[config.mk]
export PLATFORM = sky130hd
export DESIGN_NAME = dual_lane_rffe_write_framer
export DESIGN_NICKNAME = d
export VERILOG_FILES = /design/src/rtl/core/rffefrm_pkg.sv /design/src/rtl/core/rffefrm_lane.sv /design/src/rtl/core/dual_lane_rffe_write_framer.sv
export SDC_FILE = /design/constraint.sdc
export NUM_CORES = 1
export LEC_CHECK = 0
export BUFFER_PORTS_ARGS = -buffer_cell sky130_fd_sc_hd__buf_2
export CAP_MARGIN = 20
export CORE_ASPECT_RATIO = 0.5
export CORE_MARGIN = 2
export CORE_UTILIZATION = 50
export DETAILED_ROUTE_END_ITERATION = 10
export GPL_TIMING_DRIVEN = 0
export PLACE_DENSITY = 0.79
export RECOVER_POWER = 100
export SLEW_MARGIN = 0
export SYNTH_ARGS = -nofsm -noshare
export SYNTH_HDL_FRONTEND = slang
export SYNTH_HIERARCHICAL = 1
export SYNTH_SLANG_ARGS = --single-unit
[constraint.sdc]
create_clock -name clock -period 3.9 [get_ports clock]
set_input_delay 0.195 -clock clock [delete_from_list [all_inputs] [get_ports clock]]
set_output_delay 0.195 -clock clock [all_outputs]
set_load 0.1 [all_outputs]
[src/rtl/core/rffefrm_pkg.sv]
// Shared types and constants for the dual-lane RFFE register-write framer.
// No dependencies; imported by rffefrm_lane and dual_lane_rffe_write_framer.
`default_nettype none

package rffefrm_pkg;

   localparam int USID_W   = 4;
   localparam int ADDR_W   = 5;
   localparam int DATA_W   = 8;
   localparam int CMD_W    = 12;
   localparam int FRAME_W  = 23;
   localparam int FNUM_W   = 2;
   localparam int CSR_IDX_W = 3;

   localparam logic [2:0]        CMD_REG_WRITE = 3'b010;
   localparam logic [FNUM_W-1:0] FRAME_LAST    = 2'd3;

   // configuration register indexes
   typedef enum logic [CSR_IDX_W-1:0] {
      REG_FIRST_DEVICE_ID  = 3'd0,
      REG_SECOND_DEVICE_ID = 3'd1,
      REG_TRIGGER_ADDRESS  = 3'd2,
      REG_TRIGGER_VALUE    = 3'd3,
      REG_DATA_ADDRESS     = 3'd4
   } csr_index_type;

   localparam logic [USID_W-1:0] FIRST_ID_RST    = 4'h6;
   localparam logic [USID_W-1:0] SECOND_ID_RST   = 4'h7;
   localparam logic [ADDR_W-1:0] TRIG_ADDR_RST   = 5'h1C;
   localparam logic [DATA_W-1:0] TRIG_VALUE_RST  = 8'h00;
   localparam logic [ADDR_W-1:0] DATA_ADDR_RST   = 5'h01;

   // fields one lane needs to build a register-write frame
   typedef struct packed {
      logic [USID_W-1:0] usid;
      logic [ADDR_W-1:0] addr;
      logic [DATA_W-1:0] data;
   } frame_fields_type;

endpackage

`default_nettype wire

[src/rtl/core/rffefrm_lane.sv]
// One lane's frame builder: USID, command, address, data and both odd parities.
// Depends on rffefrm_pkg.
`default_nettype none

module rffefrm_lane (
   input  rffefrm_pkg::frame_fields_type        fields,
   output logic [rffefrm_pkg::FRAME_W-1:0]      frame
);
   import rffefrm_pkg::*;

   logic [CMD_W-1:0] cmd;
   logic             cmd_par;
   logic             data_par;

   assign cmd      = {fields.usid, CMD_REG_WRITE, fields.addr};
   assign cmd_par  = ~^cmd;
   assign data_par = ~^fields.data;
   // trailing zero is the bus park bit
   assign frame    = {cmd, cmd_par, fields.data, data_par, 1'b0};

endmodule

`default_nettype wire

[src/rtl/core/dual_lane_rffe_write_framer.sv]
// Each accepted item (four state bytes) yields four results, one a cycle when the
// result side does not stall: trigger write to the first device, its data write
// (lane A byte 0, lane B byte 1), trigger write to the second device, its data
// write (bytes 2 and 3). The next item is taken in the cycle the fourth frame of
// the current one moves to the output register, not before. An accepted item is
// held in the item registers, and each frame is then registered in the output
// register once it is free. Two lane builders work side by side; the output
// register merges them with the frame number and last flag. Configuration
// writes are always accepted (csr_ready high) and must only happen while the
// block is idle.
// Depends on rffefrm_pkg and rffefrm_lane.
`default_nettype none

module dual_lane_rffe_write_framer (
   input  logic                                   clock,
   input  logic                                   reset,
   // item input
   input  logic                                   req_valid,
   output logic                                   req_stall,
   input  logic [rffefrm_pkg::DATA_W-1:0]         req_first_lane_a_value,
   input  logic [rffefrm_pkg::DATA_W-1:0]         req_first_lane_b_value,
   input  logic [rffefrm_pkg::DATA_W-1:0]         req_second_lane_a_value,
   input  logic [rffefrm_pkg::DATA_W-1:0]         req_second_lane_b_value,
   // frame output
   output logic                                   rsp_valid,
   input  logic                                   rsp_stall,
   output logic [rffefrm_pkg::FNUM_W-1:0]         rsp_frame_number,
   output logic [rffefrm_pkg::FRAME_W-1:0]        rsp_lane_a_frame,
   output logic [rffefrm_pkg::FRAME_W-1:0]        rsp_lane_b_frame,
   output logic                                   rsp_last_frame,
   // configuration
   input  logic                                   csr_valid,
   output logic                                   csr_ready,
   input  logic [rffefrm_pkg::CSR_IDX_W-1:0]      csr_index,
   input  logic [rffefrm_pkg::DATA_W-1:0]         csr_wdata
);
   import rffefrm_pkg::*;

   // configuration registers
   logic [USID_W-1:0] first_id_ff;
   logic [USID_W-1:0] second_id_ff;
   logic [ADDR_W-1:0] trig_addr_ff;
   logic [DATA_W-1:0] trig_value_ff;
   logic [ADDR_W-1:0] data_addr_ff;

   // held item and frame sequencing
   logic              item_valid_ff, item_valid_in;
   logic [FNUM_W-1:0] frame_cnt_ff, frame_cnt_in;
   logic [DATA_W-1:0] byte0_ff, byte1_ff, byte2_ff, byte3_ff;

   // output register
   logic               out_valid_ff, out_valid_in;
   logic [FNUM_W-1:0]  out_fnum_ff;
   logic [FRAME_W-1:0] out_a_ff, out_b_ff;
   logic               out_last_ff;

   logic req_take, rsp_take, out_free, issue, item_done, csr_take;
   frame_fields_type   fields_a, fields_b;
   logic [FRAME_W-1:0] frame_a, frame_b;

   assign csr_ready = 1'b1;
   assign csr_take  = csr_valid && csr_ready;

   always_ff @(posedge clock) begin
      if (reset) begin
         first_id_ff   <= FIRST_ID_RST;
         second_id_ff  <= SECOND_ID_RST;
         trig_addr_ff  <= TRIG_ADDR_RST;
         trig_value_ff <= TRIG_VALUE_RST;
         data_addr_ff  <= DATA_ADDR_RST;
      end else if (csr_take) begin
         unique case (csr_index)
            REG_FIRST_DEVICE_ID:  first_id_ff   <= csr_wdata[USID_W-1:0];
            REG_SECOND_DEVICE_ID: second_id_ff  <= csr_wdata[USID_W-1:0];
            REG_TRIGGER_ADDRESS:  trig_addr_ff  <= csr_wdata[ADDR_W-1:0];
            REG_TRIGGER_VALUE:    trig_value_ff <= csr_wdata;
            REG_DATA_ADDRESS:     data_addr_ff  <= csr_wdata[ADDR_W-1:0];
            default: ;
         endcase
      end
   end

   assign out_free  = !out_valid_ff || !rsp_stall;
   assign rsp_take  = out_valid_ff && !rsp_stall;
   assign issue     = item_valid_ff && out_free;
   assign item_done = issue && (frame_cnt_ff == FRAME_LAST);
   assign req_stall = item_valid_ff && !item_done;
   assign req_take  = req_valid && !req_stall;

   always_comb begin
      item_valid_in = item_valid_ff;
      frame_cnt_in  = frame_cnt_ff;
      if (req_take) begin
         item_valid_in = 1'b1;
         frame_cnt_in  = '0;
      end else if (issue) begin
         item_valid_in = !item_done;
         frame_cnt_in  = frame_cnt_ff + 1'b1;
      end
      out_valid_in = out_valid_ff;
      if (issue) begin
         out_valid_in = 1'b1;
      end else if (rsp_take) begin
         out_valid_in = 1'b0;
      end
   end

   always_ff @(posedge clock) begin
      if (reset) begin
         item_valid_ff <= 1'b0;
         frame_cnt_ff  <= '0;
         out_valid_ff  <= 1'b0;
      end else begin
         item_valid_ff <= item_valid_in;
         frame_cnt_ff  <= frame_cnt_in;
         out_valid_ff  <= out_valid_in;
      end
   end

   always_ff @(posedge clock) begin
      if (req_take) begin
         byte0_ff <= req_first_lane_a_value;
         byte1_ff <= req_first_lane_b_value;
         byte2_ff <= req_second_lane_a_value;
         byte3_ff <= req_second_lane_b_value;
      end
   end

   // frame_cnt bit 1 picks the device, bit 0 picks data write over trigger write
   always_comb begin
      fields_a.usid = frame_cnt_ff[1] ? second_id_ff : first_id_ff;
      fields_a.addr = frame_cnt_ff[0] ? data_addr_ff : trig_addr_ff;
      fields_a.data = !frame_cnt_ff[0] ? trig_value_ff :
                      (frame_cnt_ff[1] ? byte2_ff : byte0_ff);
      fields_b.usid = fields_a.usid;
      fields_b.addr = fields_a.addr;
      fields_b.data = !frame_cnt_ff[0] ? trig_value_ff :
                      (frame_cnt_ff[1] ? byte3_ff : byte1_ff);
   end

   rffefrm_lane u_lane_a (
      .fields (fields_a),
      .frame  (frame_a)
   );

   rffefrm_lane u_lane_b (
      .fields (fields_b),
      .frame  (frame_b)
   );

   // merge stage
   always_ff @(posedge clock) begin
      if (issue) begin
         out_fnum_ff <= frame_cnt_ff;
         out_a_ff    <= frame_a;
         out_b_ff    <= frame_b;
         out_last_ff <= (frame_cnt_ff == FRAME_LAST);
      end
   end

   assign rsp_valid        = out_valid_ff;
   assign rsp_frame_number = out_fnum_ff;
   assign rsp_lane_a_frame = out_a_ff;
   assign rsp_lane_b_frame = out_b_ff;
   assign rsp_last_frame   = out_last_ff;

   // trigger frames are identical on both lanes
   a_trig_same : assert property (@(posedge clock) disable iff (reset)
      (out_valid_ff && !out_fnum_ff[0]) |-> (out_a_ff == out_b_ff))
      else $error("trigger frame differs between lanes");

   // command field plus its parity bit has odd weight
   a_cmd_parity : assert property (@(posedge clock) disable iff (reset)
      out_valid_ff |-> (^out_a_ff[FRAME_W-1:10] == 1'b1))
      else $error("command parity wrong on lane A");

   // frames of one item follow without gaps
   a_frame_seq : assert property (@(posedge clock) disable iff (reset)
      (rsp_take && (out_fnum_ff != FRAME_LAST)) |=>
      (out_valid_ff && (out_fnum_ff == $past(out_fnum_ff) + 2'd1)))
      else $error("frame sequence broken");

   // a new item starts at frame zero
   a_item_start : assert property (@(posedge clock) disable iff (reset)
      req_take |=> (item_valid_ff && (frame_cnt_ff == '0)))
      else $error("item not loaded at frame zero");

   // last flag matches frame number
   a_last_flag : assert property (@(posedge clock) disable iff (reset)
      out_valid_ff |-> (out_last_ff == (out_fnum_ff == FRAME_LAST)))
      else $error("last flag mismatch");

endmodule

`default_nettype wire

=== After elaboration in Yosys (flattened, before gate mapping) ===
Cells that the tools add are included.

* Logic and storage cells: 54
* Bits in registers: 103
* Output and inout bits: 52

* Reductions and logical operators: 22
* Multiplexer cells: 10
* Equal/unequal tests: 5
* Add/subtract/negate cells: 1

{| class="wikitable"
|+ Operators with widths
! operator !! number
|-
| 8-bit two-way mux || 4
|-
| 8-bit XNOR reduction || 2
|-
| 12-bit XNOR reduction || 1
|-
| 2-bit AND reduction || 5
|-
| 3-bit by 2-bit == test with 1-bit output, second input constant || 2
|-
| 1-bit logical AND || 5
|-
| 5-bit two-way mux || 1
|-
| 1-bit zero test || 4
|-
| 1-bit two-way mux || 4
|-
| 4-bit two-way mux || 1
|-
| 2-bit nonzero test || 2
|-
| 3-bit by 1-bit == test with 1-bit output, second input constant || 1
|-
| 3-bit == test, second input constant || 1
|-
| 3-bit zero test || 1
|-
| 2-bit by 1-bit adder with 2-bit output, second input constant || 1
|-
| 2-bit == test, second input constant || 1
|-
| 2-bit OR reduction || 1
|-
| 1-bit logical OR || 1
|}

=== Depth between registers and ports, before layout ===
* Depth in word-level cells: 9
* Depth in mapped cells: 7
* Gate-level depth less buffers: 5

=== By module ===
The synthesis kept the hierarchy.

{| class="wikitable"
|+ Modules (own cells, without submodules)
! module !! area an instance (µm²) !! times used !! seq. area each (µm²) !! cells an instance
|-
| dual_lane_rffe_write_framer || 4,007.6 || 1 || 3,032.9 || 258
|-
| rffefrm_lane || 324.1 || 2 || 0.0 || 39
|}

=== Least setup slack after synthesis ===
OpenSTA, ideal clock, no wires.

* Kind: reg-to-reg
* Start: reg out_valid_ff (netlist: rsp_valid)
* End: reg byte0_ff[0], enable pin
* Arrival: 2,612 ps
* Period minus slack after synthesis: 3,044 ps
* Buffers on the path: 0
* Required time: 3,468 ps
* Library setup time: 432 ps
* Stages on the path, launching flop included: 3
* Slack: 856 ps
* Cells stage by stage: dfxtp_1 > a21bo_2 > a21oi_1

* Longest elaborated chain between the ends: 8

{| class="wikitable"
|+ RTL lines
! what !! RTL line !! RTL
|-
| start, declared || dual_lane_rffe_write_framer.sv:52 || <nowiki>logic out_valid_ff, out_valid_in;</nowiki>
|-
| start signal, assigned || dual_lane_rffe_write_framer.sv:116 || <nowiki>out_valid_ff <= out_valid_in;</nowiki>
|-
| 1-bit zero test || dual_lane_rffe_write_framer.sv:83 || <nowiki>assign out_free = !out_valid_ff || !rsp_stall;</nowiki>
|-
| 1-bit logical OR || dual_lane_rffe_write_framer.sv:83 ||
|-
| 1-bit logical AND || dual_lane_rffe_write_framer.sv:85 || <nowiki>assign issue = item_valid_ff && out_free;</nowiki>
|-
| 1-bit logical AND || dual_lane_rffe_write_framer.sv:86 || <nowiki>assign item_done = issue && (frame_cnt_ff == FRAME_LAST);</nowiki>
|-
| 1-bit zero test || dual_lane_rffe_write_framer.sv:87 || <nowiki>assign req_stall = item_valid_ff && !item_done;</nowiki>
|-
| 1-bit logical AND || dual_lane_rffe_write_framer.sv:87 ||
|-
| 1-bit zero test || dual_lane_rffe_write_framer.sv:88 || <nowiki>assign req_take = req_valid && !req_stall;</nowiki>
|-
| 1-bit logical AND || dual_lane_rffe_write_framer.sv:88 ||
|-
| via req_take || dual_lane_rffe_write_framer.sv:57 || <nowiki>logic req_take, rsp_take, out_free, issue, item_done, csr_take;</nowiki>
|-
| end signal, assigned || dual_lane_rffe_write_framer.sv:122 || <nowiki>byte0_ff <= req_first_lane_a_value;</nowiki>
|-
| end, declared || dual_lane_rffe_write_framer.sv:49 || <nowiki>logic [DATA_W-1:0] byte0_ff, byte1_ff, byte2_ff, byte3_ff;</nowiki>
|}

The timed path passes the listed nets, and every way through them passes these cells.
A chain may end at the register's enable or synchronous reset.

=== Worst setup path after layout ===
* Start: reg item_valid_ff
* End: reg frame_cnt_ff[1]

* Longest elaborated chain between the ends: 7

{| class="wikitable"
|+ RTL lines
! what !! RTL line !! RTL
|-
| start, declared || dual_lane_rffe_write_framer.sv:47 || <nowiki>logic item_valid_ff, item_valid_in;</nowiki>
|-
| start signal, assigned || dual_lane_rffe_write_framer.sv:114 || <nowiki>item_valid_ff <= item_valid_in;</nowiki>
|-
| 1-bit logical AND (*) || dual_lane_rffe_write_framer.sv:85 ||
|-
| via issue || dual_lane_rffe_write_framer.sv:57 ||
|-
| 1-bit logical AND || dual_lane_rffe_write_framer.sv:86 ||
|-
| 1-bit zero test || dual_lane_rffe_write_framer.sv:87 ||
|-
| 1-bit logical AND || dual_lane_rffe_write_framer.sv:87 ||
|-
| 1-bit zero test || dual_lane_rffe_write_framer.sv:88 ||
|-
| 1-bit logical AND || dual_lane_rffe_write_framer.sv:88 ||
|-
| 2-bit OR reduction (no line) || n/a ||
|-
| end signal, assigned || dual_lane_rffe_write_framer.sv:115 || <nowiki>frame_cnt_ff <= frame_cnt_in;</nowiki>
|-
| end, declared || dual_lane_rffe_write_framer.sv:48 || <nowiki>logic [FNUM_W-1:0] frame_cnt_ff, frame_cnt_in;</nowiki>
|}

The timed path passes the listed nets; every way through them passes the cells marked *.

==> flow_summary.toml <==
[status]
outcome = "finished with violations"
violations = "capacitance limit, slew limit"

[logic_synthesis]
synth.most_common_cell = "edfxtp_1"
synthDominantCellAreaShare_pct = 52.24
yosysWarnings = 6
ys_seq_area_share_pct = 65.14
synth-seq-cells = 111
synth_cell_types = 30
synth-main-ff-cell = "edfxtp_1"
synth_common_cells = "edfxtp_1, buf_4, a21oi_1, dfxtp_1, mux2i_1"
yosysTopAreaCell = "edfxtp_1"
yosys-top-cells-area = "edfxtp_1, dfxtp_1, buf_4"
synthArstFlopShare_pct = 0
syn_inst = 336
avgSynthCellArea_sq_um = 13.86
syn-cell-area_sq_um = 4656
synth_edf_count = 81

[critical_path]
r2r-start = "item_valid_ff"
crit_type = "flop to flop"
rrSetupSlack_ns = 1.13
cp-end-kind = "flop"
reg2reg_depth = 4
crit_path_start_kind = "flop"
crit_required_ns = 4.16
worstReg2RegEnd = "frame_cnt_ff[1]"
worstSetupEndpoint = "frame_cnt_ff[1]"
worstPathArrival_ns = 3.03
crit_start = "item_valid_ff"
cp_max_fo = 26

[drt]
ant_nets = 0
drtIter0Drc = 128
vias = 2658
detail_route.wl_per_cell_um = 13.86
viasPerCell = 4.647
wirelength_um = 7926
drc = 0
dr.pass1.iters = 4

[pwr]
p_leak_nw = 2.058
power_density_nw_per_um2 = 523.2
ir_worst_vdd_mv = 0.2304

[die]
die_h_um = 72.24
die_w_um = 140.5
ios = 100
initial_core_util_pct = 52.38
core_area_sq_um = 8889
rows = 24
dieArea_sq_um = 10150

[grt]
grt_pass1_vias = 2562
grt_max_degree = 27
overflow = 0
grt_first_pass_wirelength_um = 12740
antenna_found_initial = 0
gr-usage-all-layers_pct = 16.44

[sta]
fin_ws_ns = 1.126
worst_slew_pin_slew_ns = 1.525
fmax_mhz = 360.5
relSlewSlack_pct = -1.667
fin_crit_ns = 2.774
hold_ws_ns = 0.01745
fin_skew_ns = 0.008886
finalHoldViolations = 0
fin_crit_sh_pct = 71.12
setup_viol = 0
fin_setup_tns_ns = 0
rsz0062_at_grt = "false"
drv_slew = 27

[clock_network]
path_clk_slew_ns = 0.07
clock_latency_ns = 0.35
cts_max_level = 3
cts.sinks = 111
cts-root-buf = "clkbuf_16"
cts_hold_buffers = 0
cts_setup_buffers = 0
cts_buffer_depth = 2
cts_resized = 0
cts-buffers-inserted = 9
cts_tree = "done"

[place]
portBuffers = 97
place_hpwl_um = 5743
placed_area_sq_um = 5369
gp_congestion = 0.7617
place_ws_ns = 1.596

[finish]
fin_util_pct = 62.44
diodes = 0
drive_gt1_share_pct = 25.05
finalNetCount = 499
syn2layout_area_growth_pct = 19.22
stdcell_area_sq_um = 5550

[worst_hold_path]
hold_path_depth = 1
hp-class = "primary input to flop"

[run]
cap_violations = 1
==> kinds of logic after synthesis <==
logic type                 count (synthesis)  share of synthesized area [%]
DFF                                      111                          65.14
buffers and inverters                     62                          9.030
and+or+nand+nor                           53                          5.885
AOI/OAI and AO/OA                         40                          5.133
muxes                                     35                          7.767
xor gates and xnor gates                  29                          6.369
other                                      5                         0.4032
adders and majority gates                  1                         0.2687
==> flip-flops by register name, indices dropped and copies added (netlist names), 5 cells and up <==
name,count
data_addr_ff,5
byte0_ff,8
rsp_lane_b_frame,23
rsp_lane_a_frame,23
trig_value_ff,8
byte3_ff,8
trig_addr_ff,5
byte1_ff,8
byte2_ff,8
==> through the flow <==
step | power [mW] | cells
after floorplan | 1.927 | 340
after global placement | 2.023 | 554
after detailed placement | 2.039 | 556
after CTS | 2.941 | 572
after global routing | 3.009 | 572
final | 2.904 | 572
==> cell usage in the layout (no fill, tap or decap), drive strengths merged, types with 3 or more instances in the layout <==
cell,synthesis,layout
buf,56,87
nor2b,6,6
nor2,21,21
mux2,9,9
xnor2,25,25
clkinv,0,3
mux2i,26,26
clkbuf,4,82
dfxtp,30,30
a21oi,30,30
inv,2,3
conb,5,9
nand2,17,17
edfxtp,81,81
nor3,3,3
a211o,6,6
==> cell type report <==
cell class	instances	area, sq um
well taps	117	146.4
repair buffers	99	451.7
clock buffers	10	239.0
plain buffers	60	404.1
flip-flops and latches	111	3033
multi-input cells	167	1210
inverters	2	7.507
fillers	698	3338
clock inverters	6	58.81
==> routing by layer <==
layer  wire length (um)  global-route usage, %
met1               3532                  20.78
met3                364                  4.752
met4                 68                  4.333
met5                  0                      0
met2               3961                  28.49
==> critical path: stages, from the launching register on <==
cell and delay (ns):
dfxtp_1 0.38, a21boi_4 0.70, clkbuf_1 1.17, mux2i_1 0.19, a211oi_1 0.25
==> where the power goes <==
| group | leakage [nW] | total (mW) | internal (mW) | switching, mW |
|---|---|---|---|---|
| Clock | 0.144 | 0.912 | 0.512 | 0.399 |
| Combinational | 0.911 | 0.617 | 0.181 | 0.436 |
| Sequential | 1.00 | 1.38 | 1.35 | 0.0215 |
==> worst min path at each step <==
stage                          startpoint               to  slack [ns]
2_1_floorplan                   req_valid  frame_cnt_ff[0]        0.29
3_3_place_gp   req_second_lane_a_value[0]      byte2_ff[0]        0.37
3_5_place_dp   req_second_lane_a_value[3]      byte2_ff[3]        0.37
4_1_cts        req_second_lane_a_value[7]      byte2_ff[7]        0.01
5_1_grt         req_first_lane_a_value[7]      byte0_ff[7]       0.005
6_report       req_second_lane_a_value[7]      byte2_ff[7]        0.02
Power figures use the tool's default switching activity.
